**src/rtl/pfn_div.sv**
```systemverilog
// Restoring divider, one quotient bit per cycle, sign and magnitude result.
`timescale 1ns / 1ps
module pfn_div #(
  parameter int NW = 42,
  parameter int DW = 21
) (
  input  logic                 clk,
  input  logic                 rst_n,
  input  logic                 start,
  input  logic signed [NW-1:0] dividend,
  input  logic [DW-1:0]        divisor,
  output logic                 done,
  output logic                 neg,
  output logic [NW-1:0]        quot_mag
);
  localparam int CW = $clog2(NW + 1);

  logic          busy_r;
  logic          done_r;
  logic          neg_r;
  logic [CW-1:0] cnt_r;
  logic [DW-1:0] rem_r;
  logic [DW-1:0] dv_r;
  logic [NW-1:0] q_r;
  logic [DW:0]   rem_sh;
  logic          ge;

  always_comb begin
    rem_sh = {rem_r, q_r[NW-1]};
    ge     = rem_sh >= {1'b0, dv_r};
  end

  always_ff @(posedge clk) begin
    if (!rst_n) begin
      busy_r <= 1'b0;
      done_r <= 1'b0;
      cnt_r  <= '0;
    end else begin
      done_r <= 1'b0;
      if (start) begin
        busy_r <= 1'b1;
        cnt_r  <= CW'(NW);
      end else if (busy_r) begin
        cnt_r <= cnt_r - 1'b1;
        if (cnt_r == CW'(1)) begin
          busy_r <= 1'b0;
          done_r <= 1'b1;
        end
      end
    end
  end

  always_ff @(posedge clk) begin
    if (start) begin
      q_r   <= dividend[NW-1] ? (~dividend + 1'b1) : dividend;
      neg_r <= dividend[NW-1];
      rem_r <= '0;
      dv_r  <= divisor;
    end else if (busy_r) begin
      rem_r <= ge ? DW'(rem_sh - {1'b0, dv_r}) : rem_sh[DW-1:0];
      q_r   <= {q_r[NW-2:0], ge};
    end
  end

  assign done     = done_r;
  assign neg      = neg_r;
  assign quot_mag = q_r;
endmodule

```
**config.mk**
```make
export PLATFORM = sky130hd
export DESIGN_NAME = pfn_div
export DESIGN_NICKNAME = d
export VERILOG_FILES = /design/src/rtl/pfn_div.sv
export SDC_FILE = /design/constraint.sdc
export NUM_CORES = 1
export LEC_CHECK = 0
export ABC_AREA = 1
export BUFFER_PORTS_ARGS = -buffer_cell sky130_fd_sc_hd__buf_4
export CORE_UTILIZATION = 57
export CTS_CLUSTER_SIZE = 16
export DETAILED_ROUTE_END_ITERATION = 16
export PLACE_DENSITY = 0.8
export REMOVE_ABC_BUFFERS = 1
export SYNTH_ARGS = -nofsm -noshare
export SYNTH_HDL_FRONTEND = slang
export SYNTH_SLANG_ARGS = --single-unit
```
**constraint.sdc**
```tcl
create_clock -name clk -period 2.2 [get_ports clk]
set_input_delay 0.11 -clock clk [delete_from_list [all_inputs] [get_ports clk]]
set_output_delay 0.11 -clock clk [all_outputs]
set_load 0.005 [all_outputs]
```
### Yosys cells after proc, flatten, opt, wreduce, memory -nomap -nowiden

Index checks and enable logic that the tools add are counted.

| word-level totals | value |
|---|---|
| register bits | 93 |
| input bits | 66 |
| logic and storage cells | 29 |
| output and inout port bits | 44 |

| cells by class | value |
|---|---|
| reductions and logical operators | 3 |
| add/subtract/negate cells | 3 |
| muxes and demuxes | 10 |
| eq/ne operators | 1 |
| magnitude comparators | 1 |
| bitwise logic cells | 3 |

Operator list:

| cell | count |
|---|---|
| $mux 42 | 3 |
| $add 42x1->42 const B | 1 |
| $not 42->42 | 1 |
| $ge 22x21->1 | 1 |
| $mux 21 | 1 |
| $sub 21x21->21 | 1 |
| $mux 6 | 2 |
| $eq 6x1->1 const B | 1 |
| $sub 6x1->6 const B | 1 |
| $mux 1 | 4 |
| $reduce_or 3->1 | 1 |
| $not 1->1 | 2 |
| $reduce_bool 2->1 | 1 |
| $reduce_or 2->1 | 1 |

### Longest topological paths before layout

Gate-level depths: netlist (run 1).

| logic depth | value |
|---|---|
| word-level depth | 4 |
| depth in mapped cells | 15 |
| gate-level depth less buffers | 14 |

### Least setup slack after synthesis (run 1)

Ideal clock, no wire load.

| timing path | value |
|---|---|
| path type | reg2reg |
| start point | reg q_r[41], in the netlist quot_mag[41] |
| end point | reg q_r[0], in the netlist quot_mag[0] (data pin) |
| library setup time | 0.267 ns |
| buffers on the path | 1 |
| required time | 1.933 ns |
| arrival | 1.812 ns |
| stages on the path, launching flop included | 14 |
| slack | 0.121 ns |
| period minus slack after synthesis | 2.079 ns |
| cell sequence | edfxtp_1 inv_1 ha_1 inv_1 fa_1 nand2_1 nand3_2 nand2_2 nand2_4 nand2_8 nand2_8 buf_8 nand2_1 o21ai_0 |

| on the way | value |
|---|---|
| cells in the longest elaborated chain, start to end | 3 |

Ends and longest elaborated chain:

| what | RTL line | text |
|---|---|---|
| start: declaration | 24 | `logic [NW-1:0] q_r;` |
| start signal: assignment | 55 | `q_r <= dividend[NW-1] ? (~dividend + 1'b1) : dividend;` |
| start signal: assignment | 61 | `q_r <= {q_r[NW-2:0], ge};` |
| $ge 22x21->1 | 30 | `ge = rem_sh >= {1'b0, dv_r};` |
| $mux 42 | 59 | `end else if (busy_r) begin` |
| $mux 42 | 54 | `if (start) begin` |

Every way passes these cells. The select of a mux whose other input is x is not followed.
A chain may end at the register's enable or synchronous reset.

### Worst setup path after layout (run 1)

| timing path | value |
|---|---|
| start point | reg q_r[41], in the netlist quot_mag[41] |
| end point | reg rem_r[4] |

| on the way | value |
|---|---|
| cells in the longest elaborated chain, start to end | 2 |
| elaborated cells between the ends (all ways) | 3 |
| classes of those cells | 1 x add/sub; 1 x order compare; 1 x mux |

Ends and longest elaborated chain:

| what | RTL line | text |
|---|---|---|
| $sub 21x21->21 / $ge 22x21->1 (equally long branches) | 60, 30 |  |
| $mux 21 * | 60 | `rem_r <= ge ? DW'(rem_sh - {1'b0, dv_r}) : rem_sh[DW-1:0];` |
| end signal: assignment | 60 |  |
| end: declaration | 22 | `logic [DW-1:0] rem_r;` |

Every way passes the cells marked *; elsewhere a longest branch is shown, timed or not.

==> reports/metrics.csv, run 1 <==
metric,value,unit
final worst slack,0.114,ns
row cnt,39,
antenna-violating nets left,0,
Post-Synth XOR/XNOR Area,0.0362,
DRC violations left,4,
Worst-Margin Slew,0.492,ns
vias per inst,5.22,
CP arrival,2.37,ns
failing checks,DRC,
# fillers,974,
clk_lat worst skew,0.36,ns
n_diodes,0,
fraction of synthesized cell area taken by the top area cell type,0.284,
Final TNS setup,0,ns
most frequent cells in the layout,"nand2_1, buf_4, inv_1, nor2_1, nand3_1",
CTS Buf Count,9,
Synth Area in Compound Gates,0.0567,
Core Region,11500,sq um
Starting Density,0.588,
post-synthesis mux area share,0,
"Max FO, Critical Path",10,
clk root buf,clkbuf_16,
syn avg cell area,6.89,sq um
main combinational cell family by area after synthesis,simple AND/OR/NAND/NOR gates,
largest net degree at the start of global routing,50,
worst hold-check path type,in -> reg,
vias in the first global route,6339,
IO Pins,110,
initial antenna violation count,0,
Worst Setup Path Type,reg -> reg,
critical path launch point type,flop,
Die ar.,12300,sq um
Synth cell types,41,
"Slew Viols, Final",0,
Avg WL per Cell,14.1,um
H-tree depth,3,
Seq cells post-synth,93,
final cell count without fillers,1276,
maxcap violations,0,
Ys Warns,0,
GRT Residual Overflow,0,
final instance area,8420,sq um
gr usage total,0.302,
Fin. Hold Viols,0,
"Power, Total",4.54,mW
Peak VDD IR,340,uV
Sink Count,93,
worst reg2reg startpoint,quot_mag[41],
"Seq/Total Area, Yosys",0.370,
Syn Std Cell Area,6770,sq um
post-detail-place hpwl,13300,um
share of post-route cells with drive strength above 1,0.186,
via count,6657,
Min Hold Slack,0.128,ns
Die Span X,111,um
Adder-Cell Fraction of Synth Area,0.0473,
Slew HR,0.669,
setup violators final,0,
Yosys top cell by area,edfxtp_1,
first drt pass iteration count,11,
simple-gate share of the synthesized area,0.392,
crit path from,quot_mag[41],
crit path time final,2.09,ns
PwrDens,539,nW/um^2
nets,1219,
min-delay src,start,
clock-pin slew on the worst setup and hold paths,0.07,ns
pre-CTS setup slack,-0.0242,ns
CTS tree,done,
Initial DRC Count,384,
routability cong.,0.981,
largest cells by area after synthesis,"edfxtp_1, nand2_1, dfxtp_1",
I/O Buffers,109,
Worst setup EP type,flop,
synthesized instance count,983,
first-pass GRT wire length,29500,um
Post-DP Area,7790,sq um
status,finished with violations,
FF+latch area,2500,sq um
clk buf depth,2,
Die Height,111,um
fin crit share,0.948,
final wirelength,18000,um
Fin Clk Skew,0.00643,ns
Leak,4.16,nW
Final Core Density,0.731,
area grow syn2layout,24.3,%
placed insts,1230,
Worst Path Required,2.49,ns
FMAX,479,MHz
"most common cell after layout, fill and taps aside",nand2_1,
footprint of the multi-input gates,3620,sq um
[registers in the layout, summed over array words and instances (netlist names)]
| signal | flops |
|---|---|
| dv_r | 21 |
| quot_mag | 42 |
| busy_r | 1 |
| done | 1 |
| cnt_r | 6 |
| rem_r | 21 |
| neg | 1 |
[critical path, cell delays in order (launching register included)]
cell	delay [ns]
edfxtp_1	0.41
inv_2	0.08
ha_2	0.16
inv_2	0.05
fa_2	0.39
nand2_2	0.08
nand3_2	0.08
nand2_2	0.10
nand2_4	0.07
nand2_8	0.12
nand2_8	0.09
buf_8	0.16
nand2_1	0.06
nand3_1	0.06
o21ai_1	0.10
[cell type report]
type                       count  share of cell area
clock inverter                 6             0.00535
inverter                     138              0.0615
clock buffer                  10              0.0284
sequential                    93               0.297
multi-input combinational    727               0.430
timing repair buffer         159               0.156
tap                          143              0.0213
[report_power, final]
group	internal, mW	total (mW)	switching [mW]	leakage (nW)
Sequential	2.03	2.11	0.0762	0.880
Clock	0.806	1.54	0.730	0.143
Combinational	0.405	0.893	0.488	3.14
Total	3.25	4.54	1.29	4.16
[per-layer routing]
layer / routed length [um] / up-vias / GRT usage
met5: 0 / - / 0
met4: 600 / 0 / 0.142
met3: 972 / 43 / 0.0530
met2: 8780 / 218 / 0.523
met1: 7630 / 2990 / 0.365
li1: - / 3406 / -
[synthesized netlist by cell type]
| cell | number |
|---|---|
| nor3_2 | 2 |
| nand4_1 | 7 |
| a221oi_1 | 1 |
| nand2_8 | 2 |
| nand3_1 | 85 |
| nand3b_1 | 14 |
| nor3b_1 | 1 |
| o21ai_2 | 2 |
| clkbuf_1 | 13 |
| xnor2_1 | 12 |
| inv_1 | 130 |
| o21ai_1 | 9 |
| o21bai_1 | 1 |
| a21oi_2 | 3 |
| buf_2 | 3 |
| o21a_1 | 1 |
| a21oi_4 | 1 |
| clkinv_1 | 2 |
| nor3_1 | 7 |
| ha_1 | 24 |
| edfxtp_1 | 64 |
| o21ai_0 | 28 |
| buf_1 | 3 |
| inv_2 | 6 |
| buf_8 | 2 |
| or2_2 | 1 |
| nor4_1 | 1 |
| nand2_4 | 1 |
| xor2_1 | 16 |
| nor2_2 | 5 |
| nand3_2 | 11 |
| nand2_1 | 347 |
| nor2_1 | 109 |
| buf_6 | 4 |
| nand2_2 | 12 |
| fa_1 | 1 |
| a31oi_1 | 6 |
| a211oi_1 | 1 |
| nor2_4 | 2 |
| dfxtp_1 | 29 |
| a21oi_1 | 14 |
[kinds of logic after synthesis]
family / count (synthesis)
AND/OR/NAND/NOR: 607
buffers and inverters: 163
flip-flops: 93
AO/OA/AOI/OAI: 67
XOR/XNOR: 28
adder cells (fa/ha/maj): 25
[final timing paths]
kind,cells past startpoint,endpoint,slack (ns)
worst min register to register,2,rem_r[14],0.47
worst max-delay path,14,rem_r[4],0.11
worst max register to register,14,rem_r[4],0.11
worst min-delay path,1,dv_r[19],0.13
[what timing repair did]
item | in CTS | in global routing
cloned | 0 | 1
resized for setup | 1 | 11
pin swaps | 0 | 5
hold buffers | 22 | 0
setup buffers | 0 | 7
setup endpoints to repair | 10 | 17
hold endpoints to repair | 22 | 0
Power figures use the tool's default switching activity.
==> run 2: changes to the inputs <==
--- a/config.mk
+++ b/config.mk
@@ -7,10 +7,10 @@
 export LEC_CHECK = 0
 export ABC_AREA = 1
 export BUFFER_PORTS_ARGS = -buffer_cell sky130_fd_sc_hd__buf_4
-export CORE_UTILIZATION = 57
+export CORE_UTILIZATION = 58
 export CTS_CLUSTER_SIZE = 16
 export DETAILED_ROUTE_END_ITERATION = 16
-export PLACE_DENSITY = 0.8
+export PLACE_DENSITY = 0.82
 export REMOVE_ABC_BUFFERS = 1
 export SYNTH_ARGS = -nofsm -noshare
 export SYNTH_HDL_FRONTEND = slang
==> run 2 against run 1 <==
  * The run now ends clean
  * Critical path depth unchanged
  * Sequential power about the same
  * Clock skew up 0.0055 ns
  * Global-route usage up 1.0 points
  * Worst hold slack better by 0.013 ns
  * Worst setup slack worse by 0.020 ns
  * Flip-flop and latch count unchanged
  * Cell count down 0.39%
  * Combinational power about the same
  * Largest power group unchanged
==> reports/metrics.csv, run 2 (synthesis results as in run 1) <==
metric,value,unit,change
status,"complete, no violations",,was finished with violations
Comb pwr share,0.191,,was 0.197
crit path from,quot_mag[41],,unchanged
n_diodes,0,,unchanged
final cell count without fillers,1271,,"was 1,276"
final instance area,8420,sq um,about the same
Worst R2R Path Depth,14,,unchanged
gr usage total,0.312,,was 0.302
first drt pass iteration count,5,,was 11
Core Region,11400,sq um,"was 11,500 sq um"
Top Family by Delay on Critical Path,simple AND/OR/NAND/NOR gates,,unchanged
initial antenna violation count,0,,unchanged
Worst-Margin Slew,0.570,ns,was 0.492 ns
Critical Path End,rem_r[18],,was rem_r[4]
post-detail-place hpwl,13200,um,"was 13,300 um"
Die ar.,12100,sq um,"was 12,300 sq um"
DRC violations left,0,,was 4
routability cong.,0.968,,was 0.981
share of post-route cells with drive strength above 1,0.182,,was 0.186
CP dominant cell by count,nand2_1,,
critical path launch point type,flop,,unchanged
Die Span X,110,um,was 111 um
worst reg2reg startpoint,quot_mag[41],,unchanged
Clock power frac,0.358,,was 0.338
clk buf depth,2,,unchanged
via count,6714,,"was 6,657"
crit path time final,2.11,ns,was 2.09 ns
I/O Buffers,109,,unchanged
fin crit share,0.957,,was 0.948
Sink Count,93,,unchanged
"Power, Total",4.68,mW,was 4.54 mW
final worst slack,0.0937,ns,was 0.114 ns
row cnt,39,,unchanged
Leak,4.15,nW,was 4.16 nW
area grow syn2layout,24.4,%,was 24.3%
Worst Path Required,2.50,ns,was 2.49 ns
clk_lat worst skew,0.36,ns,about the same
Peak VDD IR,939,uV,was 340 uV
nets,1214,,"was 1,219"
capturing point of the worst reg2reg path,rem_r[18],,was rem_r[4]
Worst setup EP type,flop,,unchanged
"most common cell after layout, fill and taps aside",nand2_1,,unchanged
Avg WL per Cell,14.4,um,was 14.1 um
Worst path depth,14,,unchanged
GRT Residual Overflow,0,,unchanged
Worst Setup Path Type,reg -> reg,,unchanged
setup violators final,0,,unchanged
CP max stage delay,0.40,ns,was 0.41 ns
Die Height,110,um,was 111 um
maxcap violations,0,,unchanged
pre-CTS setup slack,0.0380,ns,was -0.0242 ns
CP bufs+invs,3,,unchanged
Flop pwr share,0.451,,was 0.465
Sw Ratio,0.285,,about the same
FMAX,475,MHz,was 479 MHz
clk root buf,clkbuf_16,,unchanged
vias in the first global route,6375,,"was 6,339"
CP arrival,2.40,ns,was 2.37 ns
Fin Clk Skew,0.0119,ns,was 0.00643 ns
largest net degree at the start of global routing,45,,was 50
worst hold-check path type,in -> reg,,unchanged
reg2reg setup slack,0.09,ns,was 0.11 ns
Slew HR,0.616,,was 0.669
Fin. Hold Viols,0,,unchanged
slowest stage cell on the critical path,edfxtp_1,,unchanged
clock-pin slew on the worst setup and hold paths,0.07,ns,about the same
Starting Density,0.593,,was 0.588
first-pass GRT wire length,28700,um,"was 29,500 um"
H-tree depth,3,,unchanged
Switch Pwr,1.33,mW,was 1.29 mW
PwrDens,555,nW/um^2,was 539 nW/um^2
Post-DP Area,7760,sq um,was 7790 sq um
placed insts,1226,,"was 1,230"
Min Hold Slack,0.141,ns,was 0.128 ns
crit-path cells,inv_2 -> ha_1 -> inv_2 -> fa_2 -> nand2_1 -> nand3_2 -> nand2_2 -> nand2_4 -> nand2_8 -> nand2_8 -> buf_12 -> nand3_1 -> nand2_1 -> nand2_1,,was inv_2 -> ha_2 -> inv_2 -> fa_2 -> nand2_2 -> nand3_2 -> nand2_2 -> nand2_4 -> nand2_8 -> nand2_8 -> buf_8 -> nand2_1 -> nand3_1 -> o21ai_1
CTS Buf Count,9,,unchanged
number of flip-flops in the largest register,42,,unchanged
CTS tree,done,,unchanged
most frequent cells in the layout,"nand2_1, inv_1, buf_4, nor2_1, nand3_1",,"was nand2_1, buf_4, inv_1, nor2_1, nand3_1"
IO Pins,110,,unchanged
"Max FO, Critical Path",9,,was 10
Initial DRC Count,414,,was 384
vias per inst,5.28,,was 5.22
final wirelength,18300,um,"was 18,000 um"
cell internal pwr,3.35,mW,was 3.25 mW
antenna-violating nets left,0,,unchanged
"Slew Viols, Final",0,,unchanged
[run 2: cell count changes in the layout (fill, tap and decap cells not counted), sizes merged]
cell,before,now
buf,136,130
bufinv,0,1
[run 2: stage by stage]
step,setup TNS [ns],util
global placement,0,0.680
global route,-0.372,0.738
CTS,0,0.727
detailed placement,0,0.680
floorplan,0,-
finish,0,0.738
[run 2: how the worst min path moves through the flow]
stage / end / cells past startpoint / slack (ns) / start
2_1_floorplan: dv_r[0] / 0 / 0.21 / divisor[0]
3_3_place_gp: dv_r[18] / 1 / 0.29 / divisor[18]
3_5_place_dp: dv_r[19] / 1 / 0.29 / divisor[19]
4_1_cts: quot_mag[37] / 4 / 0.13 / dividend[37]
5_1_grt: quot_mag[37] / 4 / 0.15 / dividend[37]
6_report: quot_mag[37] / 4 / 0.14 / dividend[37]
[run 2: area by class of cell]
| cell class | count | area [sq um] |
|---|---|---|
| Clock buffer | 9 | 225 |
| Clock inverter | 7 | 92.6 |
| Fill cell | 941 | 3000 |
| Inverter | 138 | 518 |
| Multi-Input combinational cell | 727 | 3620 |
| Sequential cell | 93 | 2500 |
| Tap cell | 143 | 179 |
| Timing Repair Buffer | 154 | 1290 |
[run 2: metal layers]
| layer | share of wire | track usage | up-vias | wire length, um |
|---|---|---|---|---|
| met3 | 0.074 | 0.0858 | 53 | 1360 |
| met2 | 0.49 | 0.527 | 252 | 8920 |
| met1 | 0.40 | 0.369 | 3010 | 7410 |
| met5 | 0 | 0 | - | 0 |
| met4 | 0.033 | 0.142 | 0 | 613 |
| li1 | - | - | 3399 | - |
[run 2: timing repair]
item	4_1_cts	5_1_grt
setup endpoints to repair	0	22
setup buffers	0	5
hold endpoints to repair	22	0
resized for setup	0	9
hold buffers	22	0
[run 2: worst register-to-register path: stages (launching register included)]
cell,delay (ns)
edfxtp_1,0.40
inv_2,0.08
ha_1,0.18
inv_2,0.07
fa_2,0.39
nand2_1,0.10
nand3_2,0.08
nand2_2,0.10
nand2_4,0.08
nand2_8,0.11
nand2_8,0.08
buf_12,0.16
nand3_1,0.12
nand2_1,0.07
nand2_1,0.05
[run 2: power groups by stage]
stage / Sequential (mW) / Clock (mW) / Combinational [mW]
2_1_floorplan: 2.14 / 0 / 0.415
3_3_place_gp: 2.15 / 0 / 0.829
3_5_place_dp: 2.15 / 0 / 0.840
4_1_cts: 2.11 / 1.69 / 0.876
5_1_grt: 2.12 / 1.76 / 0.993
6_report: 2.11 / 1.67 / 0.895
==> run 3: changes to the inputs <==
--- a/config.mk
+++ b/config.mk
@@ -7,6 +7,7 @@
 export LEC_CHECK = 0
 export ABC_AREA = 1
 export BUFFER_PORTS_ARGS = -buffer_cell sky130_fd_sc_hd__buf_4
+export CORE_ASPECT_RATIO = 1.4
 export CORE_UTILIZATION = 58
 export CTS_CLUSTER_SIZE = 16
 export DETAILED_ROUTE_END_ITERATION = 16
==> run 3 against run 2 <==
  * Die area barely moved
  * Total power up 0.87%
  * Cell count up 0.31%
  * Global-route usage increased by 1.1 points
  * Wire length is 6.8% higher
  * Non-clock buffer count up 2
  * Register-to-register slack worse by 0.04 ns
==> reports/metrics.csv, run 3 (synthesis results as in run 1) <==
metric,value,unit,change
Avg WL per Cell,15.3,um,was 14.4 um
footprint of the multi-input gates,3740,sq um,was 3620 sq um
Switch Pwr,1.27,mW,was 1.33 mW
Fin Clk Skew,0.0110,ns,was 0.0119 ns
clk root buf,clkbuf_16,,unchanged
"Slew Viols, Final",0,,unchanged
antenna-violating nets left,0,,unchanged
Worst R2R Path Depth,14,,unchanged
final wirelength,19600,um,"was 18,300 um"
share of post-route cells with drive strength above 1,0.194,,was 0.182
status,"complete, no violations",,unchanged
area grow syn2layout,25.6,%,was 24.4%
crit-path cells,inv_2 -> ha_2 -> inv_2 -> fa_2 -> nand2_2 -> nand3_4 -> nand2_4 -> nand2_4 -> nand2_8 -> buf_6 -> buf_4 -> nand3b_1 -> nand3_1 -> nand2_1,,was inv_2 -> ha_1 -> inv_2 -> fa_2 -> nand2_1 -> nand3_2 -> nand2_2 -> nand2_4 -> nand2_8 -> nand2_8 -> buf_12 -> nand3_1 -> nand2_1 -> nand2_1
CP arrival,2.39,ns,was 2.40 ns
clock-pin slew on the worst setup and hold paths,0.07,ns,about the same
Die Span X,93.3,um,was 110 um
DRC violations left,0,,unchanged
first-pass GRT wire length,30200,um,"was 28,700 um"
Initial DRC Count,391,,was 414
max layer used,met4,,unchanged
FMAX,467,MHz,was 475 MHz
Worst-Margin Slew,0.540,ns,was 0.570 ns
Slew HR,0.636,,was 0.616
Hold Crit Depth,1,,was 4
largest net degree at the start of global routing,57,,was 45
Worst Setup Path Type,reg -> reg,,unchanged
Flop pwr share,0.449,,was 0.451
cell internal pwr,3.45,mW,was 3.35 mW
Worst path depth,14,,unchanged
fin crit share,0.974,,was 0.957
Worst Path Required,2.45,ns,was 2.50 ns
CP bufs+invs,4,,was 3
vias in the first global route,6737,,"was 6,375"
Die ar.,12100,sq um,about the same
row cnt,46,,was 39
Top Family by Delay on Critical Path,simple AND/OR/NAND/NOR gates,,unchanged
CTS tree,done,,unchanged
FF+latch area,2500,sq um,unchanged
# fillers,901,,was 941
Starting Density,0.597,,was 0.593
crit path time final,2.14,ns,was 2.11 ns
Peak VDD IR,365,uV,was 939 uV
Final TNS setup,0,ns,unchanged
Post-DP Area,7760,sq um,about the same
Clock power frac,0.354,,was 0.358
worst hold-check path type,in -> reg,,unchanged
IO Pins,110,,unchanged
Fin. Hold Viols,0,,unchanged
Die Height,130,um,was 110 um
routability cong.,0.940,,was 0.968
Post-Route M1 WL,6930,um,was 7410 um
most frequent cells in the layout,"nand2_1, buf_4, inv_1, nor2_1, nand3_1",,"was nand2_1, inv_1, buf_4, nor2_1, nand3_1"
vias per inst,5.39,,was 5.28
CTS Buf Count,9,,unchanged
clk buf depth,2,,unchanged
final instance area,8510,sq um,was 8420 sq um
Worst setup EP type,flop,,unchanged
gr usage total,0.323,,was 0.312
post-detail-place hpwl,13900,um,"was 13,200 um"
Comb pwr share,0.197,,was 0.191
I/O Buffers,109,,unchanged
Core Region,11300,sq um,"was 11,400 sq um"
first drt pass iteration count,5,,unchanged
initial antenna violation count,0,,unchanged
critical path launch point type,flop,,unchanged
GRT Residual Overflow,0,,unchanged
number of flip-flops in the largest register,42,,unchanged
via count,6870,,"was 6,714"
met3 WL,1160,um,was 1360 um
routed wl met2,10600,um,was 8920 um
Leak,4.14,nW,was 4.15 nW
Sink Count,93,,unchanged
PwrDens,554,nW/um^2,was 555 nW/um^2
clk_lat worst skew,0.35,ns,was 0.36 ns
setup violators final,0,,unchanged
H-tree depth,3,,unchanged
Final Core Density,0.750,,was 0.738
slowest stage cell on the critical path,edfxtp_1,,unchanged
"most common cell after layout, fill and taps aside",nand2_1,,unchanged
maxcap violations,0,,unchanged
"Max FO, Critical Path",7,,was 9
nets,1217,,"was 1,214"
n_diodes,0,,unchanged
Sw Ratio,0.268,,was 0.285
CP max stage delay,0.41,ns,was 0.40 ns
## run 3: power groups by stage
| stage | clock, mW | combinational, mW | sequential (mW) |
|---|---|---|---|
| after global placement | 0 | 0.831 | 2.15 |
| after detailed placement | 0 | 0.846 | 2.15 |
| after floorplan | 0 | 0.415 | 2.14 |
| final | 1.67 | 0.929 | 2.12 |
| after CTS | 1.67 | 0.884 | 2.11 |
| after global routing | 1.75 | 1.02 | 2.13 |
## run 3: final timing paths
path                      from        end  slack [ns]
setup / recovery  quot_mag[41]  rem_r[15]        0.06
hold / removal           start   dv_r[12]        0.15
setup reg to reg  quot_mag[41]  rem_r[15]        0.06
hold reg to reg      rem_r[20]  rem_r[20]        0.48
## run 3: worst reg2reg max path, cell delays in order, from the launching register on
cell	delay, ns
edfxtp_1	0.41
inv_2	0.08
ha_2	0.16
inv_2	0.04
fa_2	0.39
nand2_2	0.10
nand3_4	0.09
nand2_4	0.09
nand2_4	0.07
nand2_8	0.14
buf_6	0.15
buf_4	0.12
nand3b_1	0.06
nand3_1	0.08
nand2_1	0.06
## run 3: per-layer routing
layer / up-vias / global-route usage
li1: 3407 / -
met3: 69 / 0.0571
met5: - / 0
met2: 280 / 0.626
met1: 3114 / 0.325
met4: 0 / 0.166
## run 3: final cells by class
type,count,area share
Multi-Input combinational cell,728,0.440
Sequential cell,93,0.294
Timing Repair Buffer,156,0.147
Inverter,138,0.0609
Clock buffer,12,0.0278
Tap cell,144,0.0212
Clock inverter,4,0.00853
## run 3: stage by stage
| step | setup slack (ns) | hold slack (ns) | cells | power (mW) |
|---|---|---|---|---|
| after floorplan | 0.0581 | 0.209 | 958 | 2.55 |
| after global placement | 0.0430 | 0.288 | 1228 | 2.98 |
| after detailed placement | -0.00585 | 0.290 | 1228 | 2.99 |
| after CTS | 0.0639 | 0.133 | 1266 | 4.67 |
| after global routing | -0.0648 | 0.133 | 1275 | 4.89 |
| final | 0.0578 | 0.149 | 1275 | 4.72 |
## run 3: what timing repair did
action                                  in CTS  in global routing
gates cloned                                 0                  1
gates resized for setup                      1                 34
endpoints found under the setup margin       1                 14
setup buffers                                0                  8
pin swaps                                    0                 12
endpoints found under the hold margin       22                  0
hold buffers                                22                  0
